**src/hdl/stb_pkg.sv**
```systemverilog
// ----------------------------------------------------------------------------
// stb_pkg
// Shared types and constants of the software timer bank: command and result
// codes, sequencer states and the next-due cap.
// ----------------------------------------------------------------------------
package stb_pkg;

   // command codes on req_mode
   typedef enum logic [1:0] {
      MODE_TICK  = 2'd0,
      MODE_START = 2'd1,
      MODE_STOP  = 2'd2,
      MODE_QUERY = 2'd3
   } mode_type;

   // result codes on rsp_kind
   typedef enum logic [1:0] {
      KIND_DONE      = 2'd0,
      KIND_EXPIRED   = 2'd1,
      KIND_NO_EXPIRY = 2'd2,
      KIND_NEXT_DUE  = 2'd3
   } kind_type;

   // sequencer states
   typedef enum logic [1:0] {
      ST_IDLE = 2'd0,
      ST_SCAN = 2'd1,
      ST_EMIT = 2'd2
   } state_type;

   localparam int KIND_BITS    = 2;
   localparam int INDEX_BITS   = 4;
   localparam int DUR_BITS     = 24;
   localparam int DUE_BITS     = 20;
   localparam logic [DUE_BITS-1:0] NEXT_DUE_CAP = 20'd999999;

endpackage

```
**src/hdl/stb_ram.sv**
```systemverilog
// ----------------------------------------------------------------------------
// stb_ram
// Generic simple dual-port RAM: one write port, one read port, registered
// read data that holds while no read is issued.
// ----------------------------------------------------------------------------
module stb_ram #(
   parameter int WIDTH = 24,
   parameter int DEPTH = 16
) (
   input  logic                                 clock,
   input  logic                                 wr_en,
   input  logic [(DEPTH > 1 ? $clog2(DEPTH) : 1)-1:0] wr_addr,
   input  logic [WIDTH-1:0]                     wr_data,
   input  logic                                 rd_en,
   input  logic [(DEPTH > 1 ? $clog2(DEPTH) : 1)-1:0] rd_addr,
   output logic [WIDTH-1:0]                     rd_data
);

   logic [WIDTH-1:0] mem_ff [DEPTH];
   logic [WIDTH-1:0] rd_data_ff;

   // write port
   always_ff @(posedge clock) begin
      if (wr_en) begin
         mem_ff[wr_addr] <= wr_data;
      end
   end

   // registered read port
   always_ff @(posedge clock) begin
      if (rd_en) begin
         rd_data_ff <= mem_ff[rd_addr];
      end
   end

   assign rd_data = rd_data_ff;

endmodule

```
**src/hdl/software_timer_bank.sv**
```systemverilog
// ----------------------------------------------------------------------------
// software_timer_bank
// Bank of countdown timers with start, stop, tick and next-due query.
// ----------------------------------------------------------------------------
// One command word is taken at a time. Start and stop apply their update on
// acceptance and give their result word from the emit state. Tick and query
// sweep the count memory one timer per cycle through its single read port,
// a tick pausing while an expiry word cannot enter the result register. Any
// command is held up while a finished word cannot enter the result register
// because the word ahead of it is stalled. A tick yields one expiry word per
// expired timer in ascending index order, the final one marked last, or one
// no-expiry word. Counts live in a RAM; running flags are flip-flops cleared
// by reset, so no clearing pass is needed after reset.
module software_timer_bank #(
   parameter int TIMERS     = 16,
   parameter int COUNT_BITS = 24
) (
   input  logic                          clock,
   input  logic                          reset,
   // command channel
   input  logic                          req_valid,
   output logic                          req_stall,
   input  logic [1:0]                    req_mode,
   input  logic [stb_pkg::INDEX_BITS-1:0] req_timer_index,
   input  logic [stb_pkg::DUR_BITS-1:0]  req_duration,
   input  logic [stb_pkg::DUR_BITS-1:0]  req_elapsed,
   // result channel
   output logic                          rsp_valid,
   input  logic                          rsp_stall,
   output logic [1:0]                    rsp_kind,
   output logic [stb_pkg::INDEX_BITS-1:0] rsp_expired_index,
   output logic [stb_pkg::DUE_BITS-1:0]  rsp_next_due,
   output logic                          rsp_last
);

   localparam int IDX_BITS = (TIMERS > 1) ? $clog2(TIMERS) : 1;
   localparam logic [32:0] COUNT_MAX = (33'd1 << COUNT_BITS) - 33'd1;

   // sequencer registers
   stb_pkg::state_type            state_ff, state_in;
   stb_pkg::mode_type             mode_ff, mode_in;
   logic [IDX_BITS-1:0]           ptr_ff, ptr_in;
   logic [stb_pkg::DUR_BITS-1:0]  elapsed_ff, elapsed_in;
   logic [stb_pkg::DUE_BITS-1:0]  least_ff, least_in;
   logic                          pend_valid_ff, pend_valid_in;
   logic [stb_pkg::INDEX_BITS-1:0] pend_idx_ff, pend_idx_in;
   logic [TIMERS-1:0]             run_ff, run_in;

   // output register
   logic                          out_valid_ff, out_valid_in;
   stb_pkg::kind_type             out_kind_ff, out_kind_in;
   logic [stb_pkg::INDEX_BITS-1:0] out_idx_ff, out_idx_in;
   logic [stb_pkg::DUE_BITS-1:0]  out_due_ff, out_due_in;
   logic                          out_last_ff, out_last_in;

   // memory port signals
   logic                          wr_en;
   logic [IDX_BITS-1:0]           wr_addr;
   logic [COUNT_BITS-1:0]         wr_data;
   logic                          rd_en;
   logic [IDX_BITS-1:0]           rd_addr;
   logic [COUNT_BITS-1:0]         rd_data;

   // decode helpers
   logic                          accept;
   logic                          slot_free;
   logic                          in_range;
   logic [IDX_BITS-1:0]           req_addr;
   logic [COUNT_BITS-1:0]         dur_sat;
   logic                          cur_run;
   logic                          expired;
   logic                          advance;

   stb_ram #(
      .WIDTH (COUNT_BITS),
      .DEPTH (TIMERS)
   ) u_count_ram (
      .clock   (clock),
      .wr_en   (wr_en),
      .wr_addr (wr_addr),
      .wr_data (wr_data),
      .rd_en   (rd_en),
      .rd_addr (rd_addr),
      .rd_data (rd_data)
   );

   assign req_stall = (state_ff != stb_pkg::ST_IDLE);
   assign accept    = req_valid && !req_stall;
   assign slot_free = !out_valid_ff || !rsp_stall;
   assign in_range  = (32'(req_timer_index) < 32'(TIMERS));
   assign req_addr  = IDX_BITS'(req_timer_index);
   assign dur_sat   = (33'(req_duration) > COUNT_MAX) ? COUNT_MAX[COUNT_BITS-1:0]
                                                      : COUNT_BITS'(req_duration);
   assign cur_run   = run_ff[ptr_ff];
   assign expired   = (32'(rd_data) <= 32'(elapsed_ff));

   // next state, memory access and result words
   always_comb begin
      state_in      = state_ff;
      mode_in       = mode_ff;
      ptr_in        = ptr_ff;
      elapsed_in    = elapsed_ff;
      least_in      = least_ff;
      pend_valid_in = pend_valid_ff;
      pend_idx_in   = pend_idx_ff;
      run_in        = run_ff;
      out_valid_in  = out_valid_ff && rsp_stall;
      out_kind_in   = out_kind_ff;
      out_idx_in    = out_idx_ff;
      out_due_in    = out_due_ff;
      out_last_in   = out_last_ff;
      wr_en         = 1'b0;
      wr_addr       = ptr_ff;
      wr_data       = '0;
      rd_en         = 1'b0;
      rd_addr       = '0;
      advance       = 1'b1;

      case (state_ff)
         stb_pkg::ST_IDLE: begin
            if (accept) begin
               mode_in    = stb_pkg::mode_type'(req_mode);
               elapsed_in = req_elapsed;
               case (stb_pkg::mode_type'(req_mode))
                  stb_pkg::MODE_START: begin
                     if (in_range && (req_duration != '0)) begin
                        wr_en            = 1'b1;
                        wr_addr          = req_addr;
                        wr_data          = dur_sat;
                        run_in[req_addr] = 1'b1;
                     end
                     state_in = stb_pkg::ST_EMIT;
                  end
                  stb_pkg::MODE_STOP: begin
                     if (in_range) begin
                        run_in[req_addr] = 1'b0;
                     end
                     state_in = stb_pkg::ST_EMIT;
                  end
                  default: begin
                     // tick or query: fetch timer 0 and start the sweep
                     rd_en         = 1'b1;
                     rd_addr       = '0;
                     ptr_in        = '0;
                     least_in      = stb_pkg::NEXT_DUE_CAP;
                     pend_valid_in = 1'b0;
                     state_in      = stb_pkg::ST_SCAN;
                  end
               endcase
            end
         end

         stb_pkg::ST_SCAN: begin
            if (mode_ff == stb_pkg::MODE_TICK) begin
               if (cur_run) begin
                  if (expired) begin
                     // hold the newest expiry back so the final one can carry last
                     if (pend_valid_ff && !slot_free) begin
                        advance = 1'b0;
                     end else begin
                        if (pend_valid_ff) begin
                           out_valid_in = 1'b1;
                           out_kind_in  = stb_pkg::KIND_EXPIRED;
                           out_idx_in   = pend_idx_ff;
                           out_due_in   = '0;
                           out_last_in  = 1'b0;
                        end
                        pend_valid_in  = 1'b1;
                        pend_idx_in    = stb_pkg::INDEX_BITS'(ptr_ff);
                        wr_en          = 1'b1;
                        wr_data        = '0;
                        run_in[ptr_ff] = 1'b0;
                     end
                  end else begin
                     wr_en   = 1'b1;
                     wr_data = COUNT_BITS'(32'(rd_data) - 32'(elapsed_ff));
                  end
               end
            end else begin
               // query: running minimum against the cap
               if (cur_run && (32'(rd_data) < 32'(least_ff))) begin
                  least_in = stb_pkg::DUE_BITS'(rd_data);
               end
            end

            if (advance) begin
               if (ptr_ff == IDX_BITS'(TIMERS - 1)) begin
                  state_in = stb_pkg::ST_EMIT;
               end else begin
                  ptr_in  = IDX_BITS'(ptr_ff + 1'b1);
                  rd_en   = 1'b1;
                  rd_addr = IDX_BITS'(ptr_ff + 1'b1);
               end
            end
         end

         stb_pkg::ST_EMIT: begin
            if (slot_free) begin
               out_valid_in = 1'b1;
               out_idx_in   = '0;
               out_due_in   = '0;
               out_last_in  = 1'b1;
               case (mode_ff)
                  stb_pkg::MODE_TICK: begin
                     if (pend_valid_ff) begin
                        out_kind_in = stb_pkg::KIND_EXPIRED;
                        out_idx_in  = pend_idx_ff;
                     end else begin
                        out_kind_in = stb_pkg::KIND_NO_EXPIRY;
                     end
                  end
                  stb_pkg::MODE_QUERY: begin
                     out_kind_in = stb_pkg::KIND_NEXT_DUE;
                     out_due_in  = least_ff;
                  end
                  default: begin
                     out_kind_in = stb_pkg::KIND_DONE;
                  end
               endcase
               pend_valid_in = 1'b0;
               state_in      = stb_pkg::ST_IDLE;
            end
         end

         default: begin
            state_in = stb_pkg::ST_IDLE;
         end
      endcase
   end

   // control registers
   always_ff @(posedge clock) begin
      if (reset) begin
         state_ff      <= stb_pkg::ST_IDLE;
         pend_valid_ff <= 1'b0;
         run_ff        <= '0;
         out_valid_ff  <= 1'b0;
      end else begin
         state_ff      <= state_in;
         pend_valid_ff <= pend_valid_in;
         run_ff        <= run_in;
         out_valid_ff  <= out_valid_in;
      end
   end

   // payload registers
   always_ff @(posedge clock) begin
      mode_ff     <= mode_in;
      ptr_ff      <= ptr_in;
      elapsed_ff  <= elapsed_in;
      least_ff    <= least_in;
      pend_idx_ff <= pend_idx_in;
      out_kind_ff <= out_kind_in;
      out_idx_ff  <= out_idx_in;
      out_due_ff  <= out_due_in;
      out_last_ff <= out_last_in;
   end

   assign rsp_valid         = out_valid_ff;
   assign rsp_kind          = out_kind_ff;
   assign rsp_expired_index = out_idx_ff;
   assign rsp_next_due      = out_due_ff;
   assign rsp_last          = out_last_ff;

endmodule

```
**config.mk**
```make
export PLATFORM = sky130hd
export DESIGN_NAME = software_timer_bank
export DESIGN_NICKNAME = d
export VERILOG_FILES = /design/src/hdl/stb_pkg.sv /design/src/hdl/stb_ram.sv /design/src/hdl/software_timer_bank.sv
export SDC_FILE = /design/constraint.sdc
export NUM_CORES = 1
export LEC_CHECK = 0
export BUFFER_PORTS_ARGS = -buffer_cell sky130_fd_sc_hd__buf_4
export CORE_MARGIN = 1.5
export CORE_UTILIZATION = 55
export CTS_CLUSTER_DIAMETER = 120
export CTS_CLUSTER_SIZE = 25
export DETAILED_ROUTE_END_ITERATION = 12
export PLACE_DENSITY_LB_ADDON = 0.12
export SKIP_LAST_GASP = 1
export SYNTH_ARGS = -nofsm -noshare
export SYNTH_HDL_FRONTEND = slang
export SYNTH_SLANG_ARGS = --single-unit
```
**constraint.sdc**
```tcl
create_clock -name clock -period 9.8 [get_ports clock]
set_clock_uncertainty 0.05 [all_clocks]
set_input_delay 0.49 -clock clock [delete_from_list [all_inputs] [get_ports clock]]
set_output_delay 0.49 -clock clock [all_outputs]
set_load 0.05 [all_outputs]
```
* Word level (Yosys, flattened, before mapping)
Memories as Yosys holds them, arrays and structs flattened. A register that Yosys moved wholly into a read port is not among the register bits.
Cells that the tools add are included.
** Operators by class
- Equal/unequal tests :: 21
- Div/mod/pow operators :: 0
- Shift operators :: 0
- Multiplexer cells :: 110
- Add/subtract/negate cells :: 2
- Multipliers :: 0
- Reductions and logical operators :: 27
- Bitwise logic cells :: 6
- Order comparisons :: 6
** Operators by type and width (number)
- 20-bit 2-to-1 mux :: 11
- 24-bit 2-to-1 mux :: 6
- 16-bit 2-to-1 mux :: 6
- 20-bit case mux with 2 select lines :: 2
- 4-bit 2-to-1 mux :: 19
- 16-bit case mux with 2 select lines :: 2
- 24-bit case mux with 2 select lines :: 1
- 1-bit 2-to-1 mux :: 38
- 16-bit AND :: 2
- 16-bit NOT :: 2
- 2-bit != test (second input constant) :: 13
- 24-bit <= comparator :: 1
- 24-bit by 20-bit less-than comparator with 1-bit output :: 1
- 2-bit 2-to-1 mux :: 12
- 24-bit nonzero test :: 1
- 24-bit subtractor :: 1
- 16-bit bitwise OR :: 1
- 4-bit case mux with 2 select lines :: 2
- 8-bit AND reduction :: 2
- 5-bit AND reduction :: 3
- 4-bit by 5-bit less-than comparator with 1-bit output (second input constant) :: 2
- 1-bit demux with 4-bit select :: 2
- 4-bit by 1-bit greater-or-equal comparator with 1-bit output (second input constant) :: 2
- 1-bit case mux with 2 select lines :: 4
- other kinds (21) :: 36
** Storage, ports and cells
- RAM bits :: 384
- Register bits after elaboration :: 101
- Memories :: 1
- Memory bits (read-only) :: 0
- Bits of input ports :: 58
- Bits in latches :: 0
- Output and inout port bits :: 29
** Memories
- u_count_ram.mem_ff :: words 16, bits a word 24, read ports 1, clocked after Yosys merged registers in 1, wr ports 1, line stb_ram.sv:19 : logic [WIDTH-1:0] mem_ff [DEPTH];

* Depth between registers and ports, before layout
Gate-level depths: netlist of the first run.
- Depth in word-level cells :: 11
- Mapped depth :: 14
- Depth with buffers taken out :: 13

* Modules after synthesis
From an unflattened synthesis of the first run, not the netlist that was laid out.
** Second synthesis, totals
- Cells, all modules :: 1301
- Area, all modules :: 21640.8 um2
** By module, submodules not included
- stb_ram :: area an instance 15170.8 um2, sequential area each 12251.8 um2, cells each 636, instances 1
- software_timer_bank :: area an instance 6470.0 um2, sequential area each 2832.7 um2, cells each 665, instances 1

* Worst setup path after synthesis of the first run
No wires, ideal clock.
- Kind :: reg2reg
- Start :: register u_count_ram.rd_data_ff[0], in the netlist u_count_ram.rd_data[0], read port of u_count_ram.mem_ff
- End :: register out_idx_ff, in the netlist rsp_expired_index[0], enable pin
- Stages on the path, launching flop included :: 12
- Slack :: 2678 ps
- Data arrival time :: 6514 ps
- Path buffers :: 0
- Period minus slack after synthesis :: 7122 ps
- Data required time :: 9193 ps
- Cell sequence :: edfxtp_1 > inv_1 > ha_1 > inv_1 > fa_1 > a211oi_1 > o211ai_1 > nand3_1 > nand3b_1 > nand2_1 > nand4_1 > a2111oi_0
** On the way
- Word-level cells in the longest chain between the ends :: 3
** RTL lines
- from (decl) :: line stb_ram.sv:20 : logic [WIDTH-1:0] rd_data_ff;
- 24-bit <= comparator :: line software_timer_bank.sv:95 : assign expired = (32'(rd_data) <= 32'(elapsed_ff));
- 2-bit != test (no source line)
- 7-bit AND reduction (no source line)
- to (signal assigned) :: line software_timer_bank.sv:254 : out_idx_ff <= out_idx_in;
- to (decl) :: line software_timer_bank.sv:52 : logic [stb_pkg::INDEX_BITS-1:0] out_idx_ff, out_idx_in;
Every way passes these cells.
A chain may end at the register's enable or synchronous reset.

* Worst setup path after layout of the first run
- Start :: register ptr_ff[0]
- End :: register u_count_ram.rd_data_ff[0], in the netlist u_count_ram.rd_data[0], read port of u_count_ram.mem_ff (data pin)
** On the way
- Word-level cells in the longest chain between the ends :: 7
- Elaborated cells on any way between the ends :: 13
** RTL lines
- from (decl) :: line software_timer_bank.sv:42 : logic [IDX_BITS-1:0] ptr_ff, ptr_in;
- from (signal assigned) :: line software_timer_bank.sv:249 : ptr_ff <= ptr_in;
- 1-bit binary-select mux with 4-bit select :: line software_timer_bank.sv:94 : assign cur_run = run_ff[ptr_ff];
- 1-bit 2-to-1 mux (implied by the code) :: line software_timer_bank.sv:94
- 1-bit 2-to-1 mux :: line software_timer_bank.sv:155 : if (cur_run) begin
- 1-bit 2-to-1 mux :: line software_timer_bank.sv:154 : if (mode_ff == stb_pkg::MODE_TICK) begin
- 1-bit 2-to-1 mux :: line software_timer_bank.sv:119 : case (state_ff)
- 1-bit 2-to-1 mux / 4-bit 2-to-1 mux (equally long branches) :: line software_timer_bank.sv:186 : if (advance) begin
- 1-bit case mux with 2 select lines / 4-bit 2-to-1 mux (equally long branches)
Several ways; a longest one is shown, not always the timed one. The select of a mux whose other input is x is not followed.

==> impl_metrics.json, run 1 <==
{
  "hp-class": "input port to register",
  "seqPwrFrac_pct": 51.6,
  "cts_tree": "built",
  "cts.clk_slew.worst_paths_ns": 0.11,
  "max_slew_margin_pct": 8.58,
  "port_buffers": 86,
  "setup_violations": 0,
  "fillers": 3170,
  "p_comb_share_pct": 25.9,
  "diodes": 0,
  "postSynth.topFlopCell": "edfxtp_1",
  "switching_share_pct": 31.7,
  "async_flop_share_pct": 0,
  "coreArea_mm2": 0.0408,
  "grt_usage_pct": 27.2,
  "clkLatencyLatePin_ns": 0.60,
  "synthesis.area_mm2": 0.0228,
  "ys_seq_elements": 509,
  "rsz0062_at_grt": "no",
  "place.detailed.hpwl_um": 35500,
  "post-route-min-period_ns": 5.37,
  "worstHoldPathCells": 1,
  "syn_nets": 1791,
  "leakagePower_nw": 8.68,
  "die_h_um": 207,
  "drv_slew": 0,
  "antenna_found_initial": 5,
  "routabilityCongestion": 0.928,
  "syn2layout_area_growth_pct": 8.34,
  "grt_max_degree": 75,
  "p_per_area_mw_per_mm2": 202,
  "cp_max_fo": 74,
  "drive_gt1_share_pct": 12.4,
  "cp.required_ns": 10.00,
  "netlist_instances": 1677,
  "drtIter0Drc": 1472,
  "worstSetupPathType": "register to register",
  "timing.max_cap.violations": 0,
  "internal_power_mw": 3.40,
  "syn_avg_cell_area_um2": 13.6,
  "synth_cell_type_count": 76,
  "finalHoldViolCount": 0,
  "netSwitchingPower_mw": 1.58,
  "synth_warnings": 0,
  "vdd_drop_max_uv": 169,
  "via_per_inst": 6.37,
  "cts_setup_buffers": 0,
  "grt_pass1_wl_um": 85900,
  "final_util_pct": 60.5,
  "core.rowCount": 74,
  "fin_setup_tns_ns": 0,
  "synth_edf_count": 489,
  "final_common_cell": "edfxtp_1",
  "vias": 14461,
  "max_freq_mhz": 186,
  "seq_area_frac_synth_pct": 66.2,
  "die_w_um": 207,
  "ant_nets": 0,
  "ctsHtreeMaxLevel": 1,
  "fin_crit_sh_pct": 54.8,
  "cts_root_buf": "clkbuf_16",
  "worst_pin_slew_ns": 1.37,
  "wl_per_cell_um": 25.6,
  "outcome": "completed",
  "grt.overflow.total": 0,
  "multi_input_area_mm2": 0.00706,
  "clock_sinks": 509,
  "r2r_cells": 8,
  "clkPwrFrac_pct": 22.5,
  "grt_pass1_vias": 13772,
  "endpoint_kind": "register",
  "arrival_ns": 5.57,
  "remaining_drc_errors": 0,
  "critPathLaunchType": "register",
  "numCtsBuffers": 24,
  "wl_um": 58000,
  "num-nets-final": 1845,
  "die_area_mm2": 0.0427,
  "initial_core_util_pct": 55.8,
  "dr.pass1.iters": 5,
  "regArea_mm2": 0.0151,
  "clockBufferDepth": 3,
  "io_pins": 87,
  "final_cell_mix": "edfxtp_1 (489), nand2_1 (124), buf_4 (122), o21ai_0 (107), mux2i_1 (96)"
}
cell families after synthesis:
| logic type | after synthesis | share of synthesized area (%) |
|---|---|---|
| adders and majority gates | 56 | 3.11 |
| buffers and inverters | 168 | 3.15 |
| xor gates and xnor gates | 21 | 0.807 |
| AOI/OAI and AO/OA | 439 | 13.9 |
| muxes | 104 | 4.86 |
| and+or+nand+nor | 380 | 8.02 |
| DFF | 509 | 66.2 |
layer usage:
metal | track usage [%] | part of all wire [%] | wire [µm] | vias to the layer above
met2 | 43.8 | 47 | 27500 | 663
met4 | 7.17 | 2.4 | 1390 | 4
li1 | - | - | - | 6522
met5 | 0 | 0.043 | 25 | -
met1 | 39.4 | 42 | 24500 | 7190
met3 | 3.16 | 8.1 | 4700 | 82
Yosys cell counts (5+ instances only):
master / count / area [µm²]
edfxtp_1: 489 / 14700
nand2_1: 126 / 473
buf_1: 11 / 41.3
o21ai_0: 107 / 536
buf_6: 6 / 67.6
mux2i_1: 96 / 961
a21oi_1: 85 / 425
nand3_1: 25 / 125
o21a_1: 6 / 45.0
a211oi_1: 15 / 113
nor2_1: 97 / 364
ha_1: 55 / 688
xor2_1: 8 / 70.1
a211o_1: 27 / 236
a31oi_1: 11 / 68.8
nor3_1: 10 / 50.1
o21ai_1: 23 / 115
and2_1: 26 / 163
xnor2_1: 13 / 114
o311ai_1: 22 / 193
a22o_1: 18 / 158
inv_1: 69 / 259
nand2b_1: 16 / 100
clkbuf_1: 56 / 210
a21o_1: 11 / 82.6
a221oi_1: 18 / 158
and3_1: 22 / 138
buf_2: 19 / 95.1
a22oi_1: 23 / 173
nor4_1: 7 / 43.8
o31ai_1: 10 / 75.1
buf_4: 5 / 37.5
nand4_1: 14 / 87.6
nor2b_1: 19 / 119
a221oi_2: 30 / 450
dfxtp_1: 20 / 400
registers in the layout (all words and copies together) (netlist names), named ones only:
name	cells
rsp_last	1
least_ff	20
pend_idx_ff	4
elapsed_ff	24
pend_valid_ff	1
u_count_ram.mem_ff	384
rsp_next_due	20
rsp_kind	2
rsp_valid	1
ptr_ff	4
u_count_ram.rd_data	24
mode_ff	2
state_ff	2
rsp_expired_index	4
cell type report:
type	instances	share of cell area (%)
Timing Repair Buffer	125	3.83
Inverter	71	1.08
Multi-Input combinational cell	1000	28.6
Clock inverter	2	0.187
Tap cell	532	2.70
Clock buffer	31	2.54
Sequential cell	509	61.1
through the flow:
step	cell area (µm²)	hold WS (ns)	cells	worst slack, ns	power (mW)
4_1_cts	24700	0.000526	2269	4.36	4.99
6_report	24700	0.0108	2270	4.43	4.98
5_1_grt	24700	0.000514	2270	4.17	5.18
3_5_place_dp	24000	0.429	2234	4.38	3.90
2_1_floorplan	22800	0.371	1677	2.68	3.52
3_3_place_gp	24000	0.423	2234	4.38	3.88
power by group through the flow:
stage | combinational [mW] | clock (mW) | sequential [mW]
6_report | 1.29 | 1.12 | 2.57
5_1_grt | 1.39 | 1.21 | 2.58
4_1_cts | 1.29 | 1.14 | 2.57
3_5_place_dp | 1.28 | 0 | 2.62
3_3_place_gp | 1.27 | 0 | 2.61
2_1_floorplan | 0.828 | 0 | 2.69
path summary, 6_finish.rpt:
check / slack (ns) / startpoint / endpoint
max: 4.43 / ptr_ff[0] / u_count_ram.rd_data[0]
min reg2reg: 0.45 / register / register
max reg2reg: 4.43 / ptr_ff[0] / u_count_ram.rd_data[0]
min: 0.01 / req_elapsed[17] / elapsed_ff[17]
worst max-delay path, stage by stage, from the launching register on:
cell and delay, ns:
edfxtp_1 0.36, buf_4 0.67, ha_1 0.42, xor2_1 0.12, nand2_2 0.86, inv_1 0.30
nand2_1 1.09, o311ai_1 0.19, a221oi_1 0.94
timing repair:
| item | in CTS | in global routing |
|---|---|---|
| endpoints found under the hold margin | 2 | 1 |
| hold buffers | 2 | 1 |
| gates resized for setup | 0 | 0 |
Note: power is estimated with default switching activity, not from simulation.
==> run 2, diff against run 1 <==
--- a/config.mk
+++ b/config.mk
@@ -5,6 +5,7 @@
 export SDC_FILE = /design/constraint.sdc
 export NUM_CORES = 1
 export LEC_CHECK = 0
+export ABC_AREA = 1
 export BUFFER_PORTS_ARGS = -buffer_cell sky130_fd_sc_hd__buf_4
 export CORE_MARGIN = 1.5
 export CORE_UTILIZATION = 55
==> constraint.sdc (replaced) <==
create_clock -name clock -period 4.7 [get_ports clock]
set_clock_uncertainty 0.05 [all_clocks]
set_input_delay 0.235 -clock clock [delete_from_list [all_inputs] [get_ports clock]]
set_output_delay 0.235 -clock clock [all_outputs]
set_load 0.05 [all_outputs]
==> impl_metrics.json, run 2 <==
{
  "grt_pass1_vias": 17263,
  "cp_max_fo": 24,
  "initial_core_util_pct": 55.7,
  "post_cts_resized": 0,
  "setup_violations": 0,
  "die_area_mm2": 0.0461,
  "worstSetupPathType": "register to register",
  "num-nets-final": 2727,
  "async_flop_share_pct": 0,
  "timing.max_cap.violations": 0,
  "via_per_inst": 5.66,
  "final_util_pct": 61.7,
  "clock_sinks": 509,
  "dr.pass1.iters": 8,
  "p_per_area_mw_per_mm2": 564,
  "final_common_cell": "edfxtp_1",
  "grt_pass1_wl_um": 101000,
  "numCtsBuffers": 24,
  "coreArea_mm2": 0.0442,
  "wl_per_cell_um": 20.1,
  "cts_root_buf": "clkbuf_16",
  "finalHoldViolCount": 0,
  "grt_max_degree": 169,
  "vdd_drop_max_uv": 511,
  "fin_crit_sh_pct": 85.4,
  "drive_gt1_share_pct": 8.51,
  "cp-startpoint": "u_count_ram.rd_data[6]",
  "cp.required_ns": 4.85,
  "ff2ff_setup_slack_ns": 0.69,
  "syn2layout_area_growth_pct": 10.8,
  "max_slew_margin_pct": 12.6,
  "hp-class": "input port to register",
  "postSynth.topFlopCell": "edfxtp_1",
  "synthesis.area_mm2": 0.0246,
  "grt.overflow.total": 0,
  "routabilityCongestion": 0.894,
  "remaining_drc_errors": 0,
  "yosysTopAreaCell": "edfxtp_1",
  "netlist_instances": 2541,
  "synth_most_common_cell": "edfxtp_1",
  "syn_nets": 2655,
  "io_pins": 87,
  "synth_edf_count": 489,
  "ant_nets": 0,
  "drv_slew": 0,
  "clkLatencyLatePin_ns": 0.59,
  "max_freq_mhz": 249,
  "outcome": "completed",
  "grt_usage_pct": 28.2,
  "clockBufferDepth": 3,
  "synth_warnings": 0,
  "crit_buf_inv": 1,
  "rsz0062_at_grt": "no",
  "drtIter0Drc": 1797,
  "place.detailed.hpwl_um": 39900,
  "wl_um": 64700,
  "yosys-top-cells-count": "edfxtp_1 (489), inv_1 (454), nand2_1 (401), nor2_1 (301), nand3_1 (269)",
  "critPathLaunchType": "register",
  "finalPower_mw": 15.4,
  "synth_cell_type_count": 42,
  "antenna_found_initial": 2,
  "fin_setup_tns_ns": 0,
  "vias": 18176,
  "cts.clk_slew.worst_paths_ns": 0.10,
  "worstHoldStart": "req_timer_index[3]",
  "worst_pin_slew_ns": 1.31,
  "die_w_um": 215,
  "arrival_ns": 4.17,
  "path_cells": "ha_1 -> nand2_1 -> nor2_1 -> nand3_1 -> nand2_1 -> nand2_1 -> nand3_1 -> nand2_2 -> nor2_1 -> inv_1 -> o211ai_1 -> nand3_1 -> nor2_4",
  "yosys.area.top_type_share_pct": 59.6,
  "syn_avg_cell_area_um2": 9.69,
  "post-route-min-period_ns": 4.01,
  "cts_tree": "built",
  "cp_top_family": "simple AND/OR/NAND/NOR gates",
  "final_cell_mix": "edfxtp_1 (489), inv_1 (453), nand2_1 (400), nor2_1 (285), nand3_1 (268)",
  "r2r-start": "u_count_ram.rd_data[6]",
  "ys_seq_elements": 509,
  "seq_area_frac_synth_pct": 61.2,
  "regMostFlops": "u_count_ram.mem_ff",
  "crit_slowest_cell": "nor2_4",
  "port_buffers": 86,
  "core.rowCount": 77,
  "die_h_um": 215,
  "endpoint_kind": "register",
  "ctsHtreeMaxLevel": 1,
  "largest_reg_flops": 384,
  "leakagePower_nw": 11.5,
  "max_stage_delay_ns": 0.83,
  "synthTopCellsByArea": "edfxtp_1 (60%), inv_1 (6.9%), nand2_1 (6.1%)"
}
## run 2: changes by cell type after synthesis, sizes merged, moves of 27 or more
cell    delta
nand4    +165
a221oi    -47
inv      +388
mux2i     -97
nand2    +275
o21ai     -75
a21oi     -36
o22ai     +33
a211o     -27
nand3    +245
nor2     +205
## run 2: worst min-delay path, delay by kind of cell
family	cells	cell delay (ns)
simple gates	3	0.24
compound gates	1	0.06
buf+inv	1	0.13
## run 2: layout make-up
class / count / area, µm²
inverter: 459 / 1730
multi-input combinational: 1438 / 7420
clock inverter: 2 / 32.5
clock buffer: 32 / 631
timing repair buffer: 181 / 1640
sequential: 509 / 15100
antenna: 1 / 2.50
fill: 3633 / 16900
tap: 592 / 741
## run 2: timing repair
item / 4_1_cts / 5_1_grt
hold buffers: 28 / 0
endpoints found under the hold margin: 29 / 0
buffers inserted: 0 / 0
setup endpoints to repair: 0 / 0
## run 2: where the power goes
group / switching [mW] / total, mW / internal [mW]
registers: 0.243 / 6.03 / 5.78
clock network: 1.41 / 2.36 / 0.958
logic: 4.99 / 6.99 / 2.00
total: 6.64 / 15.4 / 8.74
## run 2: kinds of logic (layout without fill, tap and decap cells)
logic type / after synthesis / after routing / synth area share (%)
buffers and inverters: 594 / 674 / 9.33
adder cells (fa/ha/maj): 56 / 56 / 2.88
XOR/XNOR: 21 / 21 / 0.747
flip-flops: 509 / 509 / 61.2
AND/OR/NAND/NOR: 1181 / 1181 / 21.6
other: 0 / 1 / 0
AO/OA/AOI/OAI: 180 / 180 / 4.24
## run 2: path summary, 6_finish.rpt
check,depth (start not counted),end
setup / recovery,13,u_count_ram.mem_ff[15][3]
hold / removal,5,register
setup reg to reg,13,u_count_ram.mem_ff[15][3]
hold reg to reg,2,register
## run 2: through the flow
step	std cells	hold WS, ns	setup WS [ns]	instance area, µm²
global placement	3151	0.365	0.791	26300
CTS	3213	0.0522	0.693	27300
global route	3213	0.0856	0.363	27300
finish	3214	0.0760	0.686	27300
floorplan	2541	0.254	0.769	24600
detailed placement	3151	0.366	0.718	26300
## run 2: layer usage
| metal | GRT usage [%] | part of all wire (%) | vias to the layer above |
|---|---|---|---|
| met5 | 0 | 0 | - |
| met2 | 44.8 | 46 | 742 |
| met4 | 6.22 | 2.1 | 0 |
| li1 | - | - | 8660 |
| met3 | 3.60 | 7.2 | 85 |
| met1 | 41.8 | 44 | 8689 |
==> run 3, diff against run 2 <==
==> constraint.sdc (replaced) <==
create_clock -name clock -period 4.03 [get_ports clock]
set_clock_uncertainty 0.05 [all_clocks]
set_input_delay 0.2015 -clock clock [delete_from_list [all_inputs] [get_ports clock]]
set_output_delay 0.2015 -clock clock [all_outputs]
set_load 0.05 [all_outputs]
==> impl_metrics.json, run 3 (synthesis gave the netlist of run 2 again) <==
{
  "outcome": "completed",
  "syn2layout_area_growth_pct": 11.5,
  "clkLatencyLatePin_ns": 0.60,
  "wl_um": 65400,
  "clkPwrFrac_pct": 15.5,
  "path_cells": "inv_1 -> ha_1 -> inv_1 -> fa_1 -> nand2_1 -> nand2_1 -> nand3_1 -> nand2_1 -> nand2_1 -> nand3_1 -> nand2_2 -> nand3_4 -> nand3_4 -> buf_12 -> buf_12 -> nor2_1 -> nand2_1 -> nand3_1 -> nand3_1 -> nand2_1",
  "antenna_found_initial": 0,
  "dpl-instance-area_mm2": 0.0265,
  "grt.overflow.total": 0,
  "core.rowCount": 77,
  "dr.pass1.iters": 5,
  "r2r_cells": 20,
  "max_freq_mhz": 268,
  "final_common_cell": "edfxtp_1",
  "num-nets-final": 2747,
  "max_stage_delay_ns": 0.40,
  "fillers": 3605,
  "cts_tree": "built",
  "post-route-min-period_ns": 3.73,
  "netSwitchingPower_mw": 7.74,
  "fin_setup_tns_ns": 0,
  "setup_violations": 0,
  "grt_max_degree": 97,
  "post_cts_resized": 0,
  "clockBufferDepth": 3,
  "clock_sinks": 509,
  "wl_per_cell_um": 20.2,
  "p_per_area_mw_per_mm2": 657,
  "endpoint_kind": "register",
  "critPathLaunchType": "register",
  "grt_usage_pct": 28.3,
  "regMostFlops": "u_count_ram.mem_ff",
  "via_per_inst": 5.66,
  "dp_slack_ns": 0.353,
  "drive_gt1_share_pct": 9.16,
  "worstHoldStart": "req_timer_index[3]",
  "arrival_ns": 3.97,
  "numCtsBuffers": 24,
  "cp.required_ns": 4.26,
  "die_area_mm2": 0.0461,
  "remaining_drc_errors": 0,
  "port_buffers": 86,
  "drv_slew": 0,
  "io_pins": 87,
  "place.detailed.hpwl_um": 39700,
  "max_slew_margin_pct": 29.9,
  "diodes": 0,
  "dp_cells": 3171,
  "cts.clk_slew.worst_paths_ns": 0.11,
  "crit_slowest_cell": "fa_1",
  "fin_area_mm2": 0.0275,
  "hp-class": "input port to register",
  "worstHoldPathCells": 5,
  "cts_setup_buffers": 0,
  "routabilityCongestion": 0.895,
  "die_h_um": 215,
  "vdd_drop_max_uv": 494,
  "fin_cells": 3234,
  "cp-startpoint": "u_count_ram.rd_data[0]",
  "p_comb_share_pct": 45.4,
  "switching_share_pct": 42.9,
  "cts_root_buf": "clkbuf_16",
  "leakagePower_nw": 11.7,
  "timing.max_cap.violations": 0,
  "worstSetupPathType": "register to register",
  "r2r-start": "u_count_ram.rd_data[0]",
  "die_w_um": 215,
  "crit_top_cell": "nand2_1",
  "seqPwrFrac_pct": 39.2,
  "finalHoldViolCount": 0,
  "initial_core_util_pct": 55.7,
  "fin_crit_sh_pct": 92.6,
  "grt_pass1_wl_um": 101000,
  "grt_pass1_vias": 17305,
  "drtIter0Drc": 1861,
  "rsz0062_at_grt": "no",
  "cp_max_fo": 28,
  "final_cell_mix": "edfxtp_1 (489), inv_1 (453), nand2_1 (400), nor2_1 (285), nand3_1 (268)",
  "vias": 18298,
  "worst_pin_slew_ns": 1.05,
  "ant_nets": 0,
  "coreArea_mm2": 0.0442,
  "internal_power_mw": 10.3,
  "largest_reg_flops": 384,
  "setup_ws_ns": 0.296,
  "ctsHtreeMaxLevel": 1
}
-- run 3: per-layer routing --
metal  global-route usage (%)  vias to the layer above  share of wire (%)
li1                         -                     8691                  -
met1                     42.0                     8732                 44
met2                     45.0                      801                 46
met3                     2.79                       74                8.1
met4                     7.35                        0                1.9
met5                        0                        -                  0
-- run 3: power groups by stage --
| stage | registers, mW | clock network, mW | logic [mW] |
|---|---|---|---|
| after CTS | 7.06 | 2.83 | 8.11 |
| after detailed placement | 7.18 | 0 | 8.06 |
| final | 7.07 | 2.79 | 8.18 |
| after floorplan | 7.60 | 0 | 5.02 |
| after global routing | 7.13 | 2.99 | 8.95 |
| after global placement | 7.16 | 0 | 7.97 |
-- run 3: cell type report --
cell class / instances / area, µm² / share of cell area [%]
Tap cell: 592 / 741 / 2.70
Sequential cell: 509 / 15100 / 55.0
Clock buffer: 34 / 659 / 2.40
Clock inverter: 1 / 16.3 / 0.0593
Inverter: 459 / 1730 / 6.31
Timing Repair Buffer: 201 / 1800 / 6.57
Multi-Input combinational cell: 1438 / 7410 / 27.0
-- run 3: what timing repair did --
item                                    CTS  global route
endpoints found under the setup margin    0             0
hold buffers                             28             0
endpoints found under the hold margin    29             0
-- run 3: worst max-delay path: cells and delay by family, from the launching register on --
family	cells	cell delay [ns]
fa+ha+maj	2	0.57
flops	1	0.38
buf+inv	4	0.61
simple gates	14	1.78
-- run 3: per-stage QoR --
| stage | utilization [%] | hold slack [ns] | total power, mW |
|---|---|---|---|
| after detailed placement | 59.9 | 0.331 | 15.2 |
| after global routing | 62.1 | 0.0630 | 19.1 |
| after global placement | 59.9 | 0.332 | 15.1 |
| final | 62.1 | 0.0454 | 18.0 |
| after CTS | 62.1 | 0.0195 | 18.0 |
| after floorplan | - | 0.221 | 12.6 |
-- run 3: worst paths after layout --
check / end / slack, ns
max: u_count_ram.rd_data[13] / 0.30
min: register / 0.05
max reg2reg: u_count_ram.rd_data[13] / 0.30
min reg2reg: register / 0.44
